[config.mk]
export PLATFORM = sky130hd
export DESIGN_NAME = i2c_master_bit_sequencer_top
export DESIGN_NICKNAME = d
export VERILOG_FILES = /design/src/sv/i2c_seq_pkg.sv /design/src/sv/i2c_master_bit_sequencer_top.sv
export SDC_FILE = /design/constraint.sdc
export NUM_CORES = 1
export LEC_CHECK = 0
export BUFFER_PORTS_ARGS = -buffer_cell sky130_fd_sc_hd__clkbuf_2
export CORE_MARGIN = 8
export CORE_UTILIZATION = 30
export DETAILED_ROUTE_END_ITERATION = 12
export PLACE_DENSITY_LB_ADDON = 0.2
export SLEW_MARGIN = 15
export SYNTH_ARGS = -nofsm -noshare
export SYNTH_HDL_FRONTEND = slang
export SYNTH_SLANG_ARGS = --single-unit
export TNS_END_PERCENT = 10
[constraint.sdc]
create_clock -name clk -period 3.3 [get_ports clk]
set_input_delay 0.495 -clock clk [delete_from_list [all_inputs] [get_ports clk]]
set_output_delay 0.495 -clock clk [all_outputs]
set_load 0.01 [all_outputs]
[src/sv/i2c_seq_pkg.sv]
// ----------------------------------------------------------------------------
// I2C master bit sequencer package
// Shared types and constants for the tick-driven I2C master pin sequencer.
// ----------------------------------------------------------------------------
package i2c_seq_pkg;

    localparam int BITS_PER_BYTE = 8;

    localparam logic [15:0] HALF_PERIOD_RESET    = 16'd5;
    localparam logic [7:0]  ACK_POLL_LIMIT_RESET = 8'd250;

    localparam int CFG_DATA_W = 16;
    localparam int CFG_IDX_W  = 1;

    localparam logic [CFG_IDX_W-1:0] CFG_HALF_PERIOD    = 1'b0;
    localparam logic [CFG_IDX_W-1:0] CFG_ACK_POLL_LIMIT = 1'b1;

    typedef enum logic [2:0] {
        OP_START = 3'd0,
        OP_STOP  = 3'd1,
        OP_ACK   = 3'd2,
        OP_NACK  = 3'd3,
        OP_WAIT  = 3'd4,
        OP_WRITE = 3'd5,
        OP_READ  = 3'd6
    } op_t;

    typedef enum logic [4:0] {
        PH_IDLE,
        PH_S1, PH_S2, PH_S3,
        PH_P1, PH_P2,
        PH_A1, PH_A2, PH_A3, PH_A4,
        PH_N1, PH_N2,
        PH_W1, PH_WP, PH_WH, PH_WL, PH_WF,
        PH_RL, PH_RH, PH_RE,
        PH_XL, PH_XH
    } phase_t;

    typedef struct packed {
        logic       scl_level;
        logic       sda_level;
        logic       sda_drive;
        logic       busy;
        logic       done;
        logic [7:0] read_byte;
        logic       ack_ok;
    } result_t;

endpackage

[src/sv/i2c_master_bit_sequencer_top.sv]
// Results enter the output register, or the skid entry while the head waits.
// Throughput: one tick request per cycle while in_ready is high; a two-entry
// output buffer keeps input acceptance going while one result waits.
// Reset: asynchronous, active low; the sequencer returns to idle with SCL and
// SDA driven high, half period 5 and poll limit 250.
// ----------------------------------------------------------------------------
// I2C master bit sequencer
// Advances the bus pin sequence by one tick for every accepted request and
// returns the pin levels and status after that tick.
// ----------------------------------------------------------------------------
module i2c_master_bit_sequencer_top (
    input  logic                                clk,
    input  logic                                rst_n,
    input  logic                                cfg_write,
    input  logic [i2c_seq_pkg::CFG_IDX_W-1:0]   cfg_index,
    input  logic [i2c_seq_pkg::CFG_DATA_W-1:0]  cfg_data,
    input  logic                                in_valid,
    output logic                                in_ready,
    input  logic                                cmd_valid,
    input  logic [2:0]                          operation,
    input  logic [7:0]                          write_data,
    input  logic                                sda_in,
    output logic                                out_valid,
    input  logic                                out_ready,
    output logic                                scl_level,
    output logic                                sda_level,
    output logic                                sda_drive,
    output logic                                busy_res,
    output logic                                done_res,
    output logic [7:0]                          read_byte,
    output logic                                ack_ok
);

    localparam logic [2:0] LAST_BIT = 3'(i2c_seq_pkg::BITS_PER_BYTE - 1);

    logic [15:0]          half_period_reg;
    logic [7:0]           ack_poll_limit_reg;

    i2c_seq_pkg::phase_t  phase_reg, phase_next;
    logic [15:0]          delay_reg, delay_next;
    logic [2:0]           bit_reg, bit_next;
    logic [7:0]           shift_reg, shift_next;
    logic [7:0]           poll_reg, poll_next;
    logic [7:0]           rdata_reg, rdata_next;
    logic                 scl_reg, scl_next;
    logic                 sda_reg, sda_next;
    logic                 dir_reg, dir_next;
    logic                 ackf_reg, ackf_next;
    logic                 done_next;

    i2c_seq_pkg::result_t out_reg, out_next;
    i2c_seq_pkg::result_t skid_reg;
    logic                 out_valid_reg;
    logic                 skid_valid_reg;

    logic                 push;
    logic                 pop;
    logic                 start;
    logic                 step;
    logic                 poll_over;
    logic                 last_bit;
    logic [15:0]          hold;

    assign in_ready  = !skid_valid_reg;
    assign push      = in_valid && in_ready;
    assign pop       = out_valid_reg && out_ready;

    assign hold      = (half_period_reg == 16'd0) ? 16'd0 : half_period_reg - 16'd1;
    assign start     = (phase_reg == i2c_seq_pkg::PH_IDLE) && cmd_valid &&
                       (operation <= i2c_seq_pkg::OP_READ);
    assign step      = (phase_reg != i2c_seq_pkg::PH_IDLE) && (delay_reg == 16'd0);
    assign poll_over = poll_reg >= ack_poll_limit_reg;
    assign last_bit  = bit_reg == LAST_BIT;

    always_ff @(posedge clk or negedge rst_n)
    begin
        if (!rst_n)
        begin
            half_period_reg    <= i2c_seq_pkg::HALF_PERIOD_RESET;
            ack_poll_limit_reg <= i2c_seq_pkg::ACK_POLL_LIMIT_RESET;
        end
        else if (cfg_write)
        begin
            case (cfg_index)
                i2c_seq_pkg::CFG_HALF_PERIOD:    half_period_reg    <= cfg_data;
                i2c_seq_pkg::CFG_ACK_POLL_LIMIT: ack_poll_limit_reg <= cfg_data[7:0];
                default:                         ;
            endcase
        end
    end

    always_comb
    begin
        phase_next = phase_reg;
        delay_next = delay_reg;
        done_next  = 1'b0;
        if (phase_reg == i2c_seq_pkg::PH_IDLE)
        begin
            if (start)
            begin
                delay_next = hold;
                case (i2c_seq_pkg::op_t'(operation))
                    i2c_seq_pkg::OP_START: phase_next = i2c_seq_pkg::PH_S1;
                    i2c_seq_pkg::OP_STOP:  phase_next = i2c_seq_pkg::PH_P1;
                    i2c_seq_pkg::OP_ACK:   phase_next = i2c_seq_pkg::PH_A1;
                    i2c_seq_pkg::OP_NACK:  phase_next = i2c_seq_pkg::PH_N1;
                    i2c_seq_pkg::OP_WAIT:  phase_next = i2c_seq_pkg::PH_W1;
                    i2c_seq_pkg::OP_WRITE: phase_next = i2c_seq_pkg::PH_XL;
                    default:               phase_next = i2c_seq_pkg::PH_RL;
                endcase
            end
        end
        else if (delay_reg != 16'd0)
        begin
            delay_next = delay_reg - 16'd1;
        end
        else
        begin
            delay_next = hold;
            case (phase_reg)
                i2c_seq_pkg::PH_S1: phase_next = i2c_seq_pkg::PH_S2;
                i2c_seq_pkg::PH_S2: phase_next = i2c_seq_pkg::PH_S3;
                i2c_seq_pkg::PH_P1: phase_next = i2c_seq_pkg::PH_P2;
                i2c_seq_pkg::PH_A1: phase_next = i2c_seq_pkg::PH_A2;
                i2c_seq_pkg::PH_A2: phase_next = i2c_seq_pkg::PH_A3;
                i2c_seq_pkg::PH_A3: phase_next = i2c_seq_pkg::PH_A4;
                i2c_seq_pkg::PH_N1: phase_next = i2c_seq_pkg::PH_N2;
                i2c_seq_pkg::PH_W1, i2c_seq_pkg::PH_WP:
                begin
                    if (!sda_in)
                        phase_next = i2c_seq_pkg::PH_WH;
                    else if (poll_over)
                        phase_next = i2c_seq_pkg::PH_WF;
                    else
                    begin
                        phase_next = i2c_seq_pkg::PH_WP;
                        delay_next = 16'd0;
                    end
                end
                i2c_seq_pkg::PH_WH: phase_next = i2c_seq_pkg::PH_WL;
                i2c_seq_pkg::PH_WF: phase_next = i2c_seq_pkg::PH_P1;
                i2c_seq_pkg::PH_RL: phase_next = i2c_seq_pkg::PH_RH;
                i2c_seq_pkg::PH_RH:
                    phase_next = last_bit ? i2c_seq_pkg::PH_RE : i2c_seq_pkg::PH_RL;
                i2c_seq_pkg::PH_XL: phase_next = i2c_seq_pkg::PH_XH;
                i2c_seq_pkg::PH_XH:
                begin
                    if (last_bit)
                    begin
                        phase_next = i2c_seq_pkg::PH_IDLE;
                        delay_next = 16'd0;
                        done_next  = 1'b1;
                    end
                    else
                        phase_next = i2c_seq_pkg::PH_XL;
                end
                default:
                begin
                    phase_next = i2c_seq_pkg::PH_IDLE;
                    delay_next = 16'd0;
                    done_next  = 1'b1;
                end
            endcase
        end
    end

    always_comb
    begin
        bit_next   = bit_reg;
        shift_next = shift_reg;
        poll_next  = poll_reg;
        rdata_next = rdata_reg;
        scl_next   = scl_reg;
        sda_next   = sda_reg;
        dir_next   = dir_reg;
        ackf_next  = ackf_reg;
        if (start)
        begin
            case (i2c_seq_pkg::op_t'(operation))
                i2c_seq_pkg::OP_START:
                begin
                    scl_next = 1'b1;
                    sda_next = 1'b1;
                end
                i2c_seq_pkg::OP_STOP:
                begin
                    sda_next = 1'b0;
                    scl_next = 1'b1;
                end
                i2c_seq_pkg::OP_ACK:  sda_next = 1'b0;
                i2c_seq_pkg::OP_NACK: scl_next = 1'b0;
                i2c_seq_pkg::OP_WAIT:
                begin
                    scl_next  = 1'b0;
                    dir_next  = 1'b0;
                    poll_next = 8'd0;
                end
                i2c_seq_pkg::OP_WRITE:
                begin
                    shift_next = write_data;
                    bit_next   = 3'd0;
                    scl_next   = 1'b0;
                    sda_next   = write_data[7];
                end
                default:
                begin
                    dir_next   = 1'b0;
                    shift_next = 8'd0;
                    bit_next   = 3'd0;
                    scl_next   = 1'b0;
                end
            endcase
        end
        else if (step)
        begin
            case (phase_reg)
                i2c_seq_pkg::PH_S1: sda_next = 1'b0;
                i2c_seq_pkg::PH_S2: scl_next = 1'b0;
                i2c_seq_pkg::PH_P1: sda_next = 1'b1;
                i2c_seq_pkg::PH_P2: scl_next = 1'b0;
                i2c_seq_pkg::PH_A1: scl_next = 1'b1;
                i2c_seq_pkg::PH_A2: scl_next = 1'b0;
                i2c_seq_pkg::PH_A3: sda_next = 1'b1;
                i2c_seq_pkg::PH_N1:
                begin
                    sda_next = 1'b1;
                    scl_next = 1'b1;
                end
                i2c_seq_pkg::PH_W1, i2c_seq_pkg::PH_WP:
                begin
                    if (!sda_in)
                        scl_next = 1'b1;
                    else if (poll_over)
                    begin
                        dir_next  = 1'b1;
                        ackf_next = 1'b0;
                    end
                    else
                        poll_next = poll_reg + 8'd1;
                end
                i2c_seq_pkg::PH_WH: scl_next = 1'b0;
                i2c_seq_pkg::PH_WL:
                begin
                    dir_next  = 1'b1;
                    ackf_next = 1'b1;
                end
                i2c_seq_pkg::PH_WF:
                begin
                    sda_next = 1'b0;
                    scl_next = 1'b1;
                end
                i2c_seq_pkg::PH_RL: scl_next = 1'b1;
                i2c_seq_pkg::PH_RH:
                begin
                    shift_next = {shift_reg[6:0], sda_in};
                    scl_next   = 1'b0;
                    if (last_bit)
                        dir_next = 1'b1;
                    else
                        bit_next = bit_reg + 3'd1;
                end
                i2c_seq_pkg::PH_RE: rdata_next = shift_reg;
                i2c_seq_pkg::PH_XL: scl_next = 1'b1;
                i2c_seq_pkg::PH_XH:
                begin
                    shift_next = {shift_reg[6:0], 1'b0};
                    if (!last_bit)
                    begin
                        bit_next = bit_reg + 3'd1;
                        scl_next = 1'b0;
                        sda_next = shift_reg[6];
                    end
                end
                default: ;
            endcase
        end
    end

    always_comb
    begin
        out_next.scl_level = scl_next;
        out_next.sda_level = sda_next;
        out_next.sda_drive = dir_next;
        out_next.busy      = phase_next != i2c_seq_pkg::PH_IDLE;
        out_next.done      = done_next;
        out_next.read_byte = rdata_next;
        out_next.ack_ok    = ackf_next;
    end

    always_ff @(posedge clk or negedge rst_n)
    begin
        if (!rst_n)
        begin
            phase_reg <= i2c_seq_pkg::PH_IDLE;
            delay_reg <= 16'd0;
            bit_reg   <= 3'd0;
            shift_reg <= 8'd0;
            poll_reg  <= 8'd0;
            rdata_reg <= 8'd0;
            scl_reg   <= 1'b1;
            sda_reg   <= 1'b1;
            dir_reg   <= 1'b1;
            ackf_reg  <= 1'b0;
        end
        else if (push)
        begin
            phase_reg <= phase_next;
            delay_reg <= delay_next;
            bit_reg   <= bit_next;
            shift_reg <= shift_next;
            poll_reg  <= poll_next;
            rdata_reg <= rdata_next;
            scl_reg   <= scl_next;
            sda_reg   <= sda_next;
            dir_reg   <= dir_next;
            ackf_reg  <= ackf_next;
        end
    end

    always_ff @(posedge clk or negedge rst_n)
    begin
        if (!rst_n)
        begin
            out_valid_reg  <= 1'b0;
            skid_valid_reg <= 1'b0;
        end
        else if (!out_valid_reg || pop)
        begin
            if (skid_valid_reg)
            begin
                out_valid_reg  <= 1'b1;
                skid_valid_reg <= 1'b0;
            end
            else
                out_valid_reg <= push;
        end
        else if (push)
            skid_valid_reg <= 1'b1;
    end

    always_ff @(posedge clk)
    begin
        if (!out_valid_reg || pop)
        begin
            if (skid_valid_reg)
                out_reg <= skid_reg;
            else if (push)
                out_reg <= out_next;
        end
        else if (push)
            skid_reg <= out_next;
    end

    assign out_valid = out_valid_reg;
    assign scl_level = out_reg.scl_level;
    assign sda_level = out_reg.sda_level;
    assign sda_drive = out_reg.sda_drive;
    assign busy_res  = out_reg.busy;
    assign done_res  = out_reg.done;
    assign read_byte = out_reg.read_byte;
    assign ack_ok    = out_reg.ack_ok;

`ifndef SYNTH
    a_skid_behind_out: assert property (@(posedge clk) disable iff (!rst_n)
        skid_valid_reg |-> out_valid_reg)
        else $error("Skid entry held without a head result.");

    a_done_not_busy: assert property (@(posedge clk) disable iff (!rst_n)
        out_valid_reg |-> !(out_reg.done && out_reg.busy))
        else $error("Result reports done while still busy.");

    a_idle_no_delay: assert property (@(posedge clk) disable iff (!rst_n)
        (phase_reg == i2c_seq_pkg::PH_IDLE) |-> (delay_reg == 16'd0))
        else $error("Delay counter running while idle.");

    a_release_phase: assert property (@(posedge clk) disable iff (!rst_n)
        !dir_reg |-> (phase_reg == i2c_seq_pkg::PH_W1 || phase_reg == i2c_seq_pkg::PH_WP ||
                      phase_reg == i2c_seq_pkg::PH_WH || phase_reg == i2c_seq_pkg::PH_WL ||
                      phase_reg == i2c_seq_pkg::PH_RL || phase_reg == i2c_seq_pkg::PH_RH))
        else $error("SDA released outside an ack wait or a read.");

    a_push_gives_result: assert property (@(posedge clk) disable iff (!rst_n)
        push |=> out_valid_reg)
        else $error("Accepted request produced no result.");
`endif

endmodule
### Word level (Yosys, flattened, before mapping)

Cells that the tools add are included.

* flip-flop bits (word level): 106
* output and inout port bits: 16
* bits of input ports: 35
* logic and storage cells: 174

* add/sub/neg operators: 4
* muxes and demuxes: 67
* reduce and logical (&&, ||, !) cells: 42
* eq/ne operators: 29
* magnitude comparators: 2
* bitwise operators: 2

Operators by type and width (count)
* $mux W16: 7
* $mux W8: 11
* $pmux W5 S14: 1
* $pmux W16 S3: 1
* $logic_not A16 Y1: 2
* $pmux W8 S2: 2
* $sub A16 B1 Y16 const B: 2
* $eq A5 B4 Y1 const B: 6
* $eq A5 B5 Y1 const B: 6
* $mux W5: 6
* $pmux W5 S6: 1
* $mux W14: 2
* $mux W1: 23
* $eq A5 B3 Y1 const B: 4
* $reduce_or A5 Y1: 4
* $reduce_bool A16 Y1: 1
* $mux W3: 5
* $reduce_or A14 Y1: 1
* $reduce_bool A2 Y1: 6
* $reduce_or A12 Y1: 1
* $reduce_and A2 Y1: 5
* $reduce_bool A5 Y1: 2
* $reduce_or A2 Y1: 5
* $eq A3 B3 Y1 const B: 3
* other kinds (25): 39

### Longest topological paths before layout

Gate-level depths: netlist of the first run.

* depth after elaboration: 9
* depth in mapped cells: 10
* gate-level depth less buffers: 8

### Least setup slack after synthesis of the first run

Ideal clock, no wire load.

* kind: register to register
* from: register poll_reg[0]
* to: register delay_reg[11]
* library setup time: 0.142 ns
* path slack: 0.905 ns
* stages on the path, launching flop included: 10
* arrival time: 2.252 ns
* required time: 3.158 ns
* period minus slack after synthesis: 2.395 ns
* buffers on the path: 1
* cell sequence: dfrtp_1 > inv_1 > ha_1 > nand2b_1 > a2111o_1 > a211oi_2 > a21boi_1 > o21ai_2 > buf_2 > o221ai_1

* word-level cells in the longest chain between the ends: 6

Ends and longest elaborated chain
* start: declaration: RTL line i2c_master_bit_sequencer_top.sv:43 `logic [7:0] poll_reg, poll_next;`
* start signal: assignment: RTL line i2c_master_bit_sequencer_top.sv:311 `poll_reg <= poll_next;`
* $ge A8 B8 Y1: RTL line i2c_master_bit_sequencer_top.sv:72 `assign poll_over = poll_reg >= ack_poll_limit_reg;`
* $mux W16: RTL line i2c_master_bit_sequencer_top.sv:132 `else if (poll_over)`
* $mux W16: RTL line i2c_master_bit_sequencer_top.sv:130 `if (!sda_in)`
* $pmux W16 S3: RTL line i2c_master_bit_sequencer_top.sv:120 `case (phase_reg)`
* $mux W16: RTL line i2c_master_bit_sequencer_top.sv:113 `else if (delay_reg != 16'd0)`
* $mux W16: RTL line i2c_master_bit_sequencer_top.sv:97 `if (phase_reg == i2c_seq_pkg::PH_IDLE)`
* end signal: assignment: RTL line i2c_master_bit_sequencer_top.sv:308 `delay_reg <= delay_next;`
* end: declaration: RTL line i2c_master_bit_sequencer_top.sv:40 `logic [15:0] delay_reg, delay_next;`

No other way between the ends.
A chain may end at the register's enable or synchronous reset.

### Worst setup path after layout of the first run

* from: register poll_reg[0]
* to: register delay_reg[7]

Same word-level chain as after synthesis.

==> impl_metrics.toml, run 1 <==
[sta]
skew_ns = 0.00740
clock.fmax_mhz = 353
finalMaxSlewViolations = 0
setup_tns_ns = 0
max_slew_margin_pct = 31.5
fin_ws_ns = 0.468
hold_viol_final = 0
finalSetupViolCount = 0
min_period_ns = 2.83
period_share_pct = 85.8
tightest_slew_ns = 1.03
rsz0062_at_grt = "false"

[detailed_routing]
wl_per_cell_um = 16.4
drc_errors = 0
drt_wl_total_um = 15400
ant_nets = 0
vias_per_cell = 5.22
dr_total_vias = 4892
drt_iter0_markers = 379
dr.pass1.iters = 5

[clocking]
clkTransAtPathRegs_ns = 0.07
cts.sinks = 106
htreeDepth = 3
cts_resized = 0
postCtsSetupRepairBufs = 0
clk-insertion-delay-late_ns = 0.36
cts-root-buf = "clkbuf_16"
postCtsHoldBufs = 0
cts_tree = "built"
cts.path.max_buffers = 2
cts_made_buffers = 9

[critical_path]
timing_worst_setup_path_type = "register to register"
crit_chain = "inv_1, ha_1, nand2b_1, a2111o_1, a211oi_2, a21boi_1, o21ai_2, o221ai_1"
cp-end-kind = "register"
cp.arrival_ns = 3.04
worst-path-buf-inv = 1
worstPathRequired_ns = 3.51
cpLargestDelayFamily = "compound AO/OA/AOI/OAI gates"
crit_path_start_kind = "register"
cp_slowest_cell = "o21ai_2"
worstPathMaxFanout = 14
cpPeakStageDelay_ns = 0.56

[global_routing]
grt_overflow = 0
grt_max_degree = 79
grt_use_total_pct = 12.2
grt_pass1_vias = 4900
antenna_found_initial = 0
grt_pass1_wl_um = 25700

[yosys]
synth_top_area_share_pct = 27.0
ys_seq_elements = 106
synthTopCellsByArea = "dfrtp_1, edfxtp_1, mux2_2"
synth.distinct_cells = 79
syn_area_per_cell_um2 = 10.0
yosysTopAreaCell = "dfrtp_1"
ys_async_sr_fraction_pct = 73.6
yosys-top-cells-count = "nand2_1, dfrtp_1, o21ai_0"
syn_area_mm2 = 0.00622
synth_cells = 621
ys_seq_area_share_pct = 45.1
synth_warnings = 0
yosysMostFrequentCell = "nand2_1"
synth_edf_count = 28
syn_nets = 670
ys.flop_type = "dfrtp_1"

[min_path]
hold_path_class = "primary input to asynchronous set/reset pin"

[floorplan]
die_h_um = 160
die_x_um = 160
io_pins = 51
start_util_pct = 30.6
die_area_mm2 = 0.0256
rows = 52
coreArea_mm2 = 0.0203

[power_and_ir_drop]
clkPwrFrac_pct = 25.6
p_per_area_mw_per_mm2 = 635
pwr-share-comb_pct = 33.2
peakVddDrop_v = 0.000282
netSwitchingFraction_pct = 37.1
p_seq_share_pct = 41.2
switching_power_mw = 1.67
p_leak_nw = 2.89
internal_power_mw = 2.83

[place]
dp_hpwl_um = 11300
io_buffer_count = 50
place_congestion = 0.871
pre_cts_ws_ns = 0.455

[cells_and_area]
fillers = 2072
nNetsFinal = 712
layout-drive-gt1-share_pct = 23.4
n_antenna_cell = 0
areaGrowthSynthToFinish_pct = 14.0

[job]
maxCapViolCount = 0

[status]
run_status = "finished clean"
-- kinds of logic (layout without fill, tap and decap cells) --
family                     after synthesis  count (layout)  synth area share, %
buffers and inverters                   54             101                 3.66
AOI/OAI and AO/OA                      150             150                 16.3
adders and majority gates               15              15                 2.98
and+or+nand+nor                        230             230                 20.0
muxes                                   47              47                 9.28
DFF                                    106             106                 45.1
xor gates and xnor gates                19              19                 2.68
-- path summary, 6_finish.rpt --
path | slack (ns) | from | endpoint | cells past startpoint
max | 0.47 | poll_reg[0] | delay_reg[7] | 8
min | 0.31 | rst_n | half_period_reg[4] | 1
max reg2reg | 0.47 | poll_reg[0] | delay_reg[7] | 8
min reg2reg | 0.48 | rdata_reg[6] | rdata_reg[6] | 2
max in group asynchronous | 2.33 | rst_n | skid_valid_reg | 1
min in group clk | 0.36 | cfg_data[15] | half_period_reg[15] | 2
-- power by group through the flow --
stage / Clock (mW) / Combinational, mW / Sequential, mW
2_1_floorplan: 0 / 1.13 / 1.81
3_3_place_gp: 0 / 1.47 / 1.86
3_5_place_dp: 0 / 1.48 / 1.88
4_1_cts: 1.20 / 1.49 / 1.85
5_1_grt: 1.25 / 1.66 / 1.89
6_report: 1.15 / 1.49 / 1.85
-- cell usage in the layout (no fill, tap or decap), drive strengths merged, types with 5 or more instances in the layout --
cell and count:
a21o 12, a21oi 24, a22oi 8, a31oi 5, and2 9, and3 5
buf 15, clkbuf 58, dfrtp 67, dfstp 11, edfxtp 28, ha 14
inv 23, mux2 46, nand2 78, nand2b 15, nand3 18, nand4 7
nor2 39, nor2b 5, nor3 15, nor4 8, o21ai 49, o221ai 10
o31ai 10, or3 7, or4 6, xnor2 10, xor2 9
-- layout make-up --
cell class,count,area (um^2),area share (%)
multi-input cells,461,3180,44.9
flip-flops and latches,106,2810,39.6
repair buffers,64,358,5.05
well taps,270,338,4.77
clock buffers,9,225,3.18
clock inverters,7,98.8,1.39
inverters,21,78.8,1.11
-- through the flow --
stage               total power, mW  cell area [um^2]  instances  hold slack, ns  utilization (%)
floorplan                      2.94              6220        621           0.199                -
global placement               3.33              6760        922           0.451             33.3
detailed placement             3.35              6760        922           0.460             33.3
CTS                            4.53              7090        938           0.349             34.9
global route                   4.80              7090        938           0.359             34.9
finish                         4.50              7090        938           0.305             34.9
-- routing by layer --
layer	GRT usage, %	wire length (um)	vias up
met5	0	0	-
met4	3.48	231	0
met3	2.93	765	17
met2	18.8	6880	133
met1	16.6	7490	2374
li1	-	-	2368
Note: power is estimated with default switching activity, not from simulation.
==> inputs of run 2 (changes only) <==
- CORE_ASPECT_RATIO: not set -> 1.75
- CORE_UTILIZATION: 30 -> 50
==> run 2 against run 1 <==
Net effect:
- design area down 1.7%
- clock-buffer cell count unchanged
- setup slack worse by 0.087 ns
- sequential cell count unchanged
- sequential power about the same
- clock skew up 0.0028 ns
- critical path depth unchanged
- global-route usage up 8.1 points
- register-to-register slack worse by 0.09 ns
- worst hold slack better by 0.0065 ns
- via count up 2.0%
- clock power about the same
==> impl_metrics.toml, run 2 (synthesis results as in run 1) <==
[detailed_routing]
ant_nets = 0
drt_wl_total_um = 15800
wl_per_cell_um = 18.9
drt_iter0_markers = 284
drc_errors = 0
dr_total_vias = 4989
dr.pass1.iters = 5
vias_per_cell = 5.95

[floorplan]
die_h_um = 164
io_pins = 51
coreArea_mm2 = 0.0123
die_area_mm2 = 0.0164
start_util_pct = 50.6
rows = 54
die_x_um = 100

[clocking]
postCtsSetupRepairBufs = 0
cts-root-buf = "clkbuf_16"
postCtsHoldBufs = 0
htreeDepth = 3
cts.path.max_buffers = 2
clkTransAtPathRegs_ns = 0.08
clk-insertion-delay-late_ns = 0.35
cts_resized = 0
cts_made_buffers = 9
cts.sinks = 106
cts_tree = "built"

[global_routing]
grt_max_degree = 79
grt_pass1_vias = 5233
antenna_found_initial = 0
grt_use_total_pct = 20.3
grt_pass1_wl_um = 26300
grt_overflow = 0

[cells_and_area]
final_common_cell = "nand2_1"
layout-drive-gt1-share_pct = 23.6
n_antenna_cell = 0
areaGrowthSynthToFinish_pct = 12.0
nNetsFinal = 714
final_cells = 838
most-common-layout-cells = "nand2_1, dfrtp_1, clkbuf_2"

[sta]
clock.fmax_mhz = 343
skew_ns = 0.0102
period_share_pct = 88.4
rsz0062_at_grt = "false"
max_slew_margin_pct = 34.8
hold_viol_final = 0
setup_tns_ns = 0
min_period_ns = 2.92
tightest_slew_ns = 0.978
finalSetupViolCount = 0
finalMaxSlewViolations = 0
fin_hold_ws_ns = 0.312

[status]
run_status = "finished clean"

[critical_path]
worstPathMaxFanout = 14
worstPathRequired_ns = 3.50
timing_worst_setup_path_type = "register to register"
cp.arrival_ns = 3.12
crit_path_start_kind = "register"
cp-end-kind = "register"

[place]
dp_hpwl_um = 11900
place_congestion = 0.964
io_buffer_count = 50
dp_cells = 822

[job]
maxCapViolCount = 0

[power_and_ir_drop]
p_leak_nw = 2.90
p_per_area_mw_per_mm2 = 647
peakVddDrop_v = 0.000387

[min_path]
hold_path_class = "primary input to asynchronous set/reset pin"
## run 2: cell count changes in the layout (fill, tap and decap cells not counted), sizes merged
cell    change
buf         +2
clkinv      -2
inv         +2
## run 2: cell type report
class                   instances  area [um^2]
inverters                      21         78.8
fillers                      1080         5330
multi-input cells             461         3180
clock buffers                   9          225
flip-flops and latches        106         2810
clock inverters                 7         88.8
well taps                     168          210
repair buffers                 66          373
## run 2: per-stage QoR
stage          worst slack, ns  total power [mW]  cell area [um^2]  utilization (%)
3_3_place_gp             0.536              3.33              6650             54.1
6_report                 0.381              4.51              6970             56.6
3_5_place_dp             0.478              3.37              6650             54.1
5_1_grt                  0.257              4.78              6970             56.6
2_1_floorplan            0.905              2.94              6220                -
4_1_cts                  0.404              4.51              6970             56.6
## run 2: report_power, final
part           leakage [nW]  internal [mW]  switching (mW)
clock                 0.152          0.610           0.521
combinational          1.50          0.644           0.898
sequential             1.24           1.58           0.251
total                  2.90           2.84            1.67
## run 2: path summary, 6_finish.rpt
kind,cells after the start,slack (ns),endpoint,from
max reg2reg,8,0.38,delay_reg[7],poll_reg[0]
min in group clk,2,0.37,half_period_reg[9],cfg_data[9]
min reg2reg,2,0.48,rdata_reg[3],rdata_reg[3]
max in group asynchronous,1,2.37,ackf_reg,rst_n
min,1,0.31,half_period_reg[13],rst_n
max,8,0.38,delay_reg[7],poll_reg[0]
## run 2: worst max-delay path, cell delays in order, from the launching register on
cell,delay (ns)
dfrtp_1,0.46
inv_1,0.08
ha_1,0.27
nand2b_1,0.15
a2111o_1,0.48
a211oi_2,0.36
a21boi_1,0.18
o21ai_2,0.57
o221ai_1,0.22
## run 2: layer usage
layer | track usage [%] | part of all wire [%] | vias up
li1 | - | - | 2369
met3 | 3.88 | 4.3 | 37
met4 | 10.4 | 4.3 | 0
met1 | 20.6 | 38 | 2406
met2 | 37.8 | 54 | 177
met5 | 0 | 0 | -
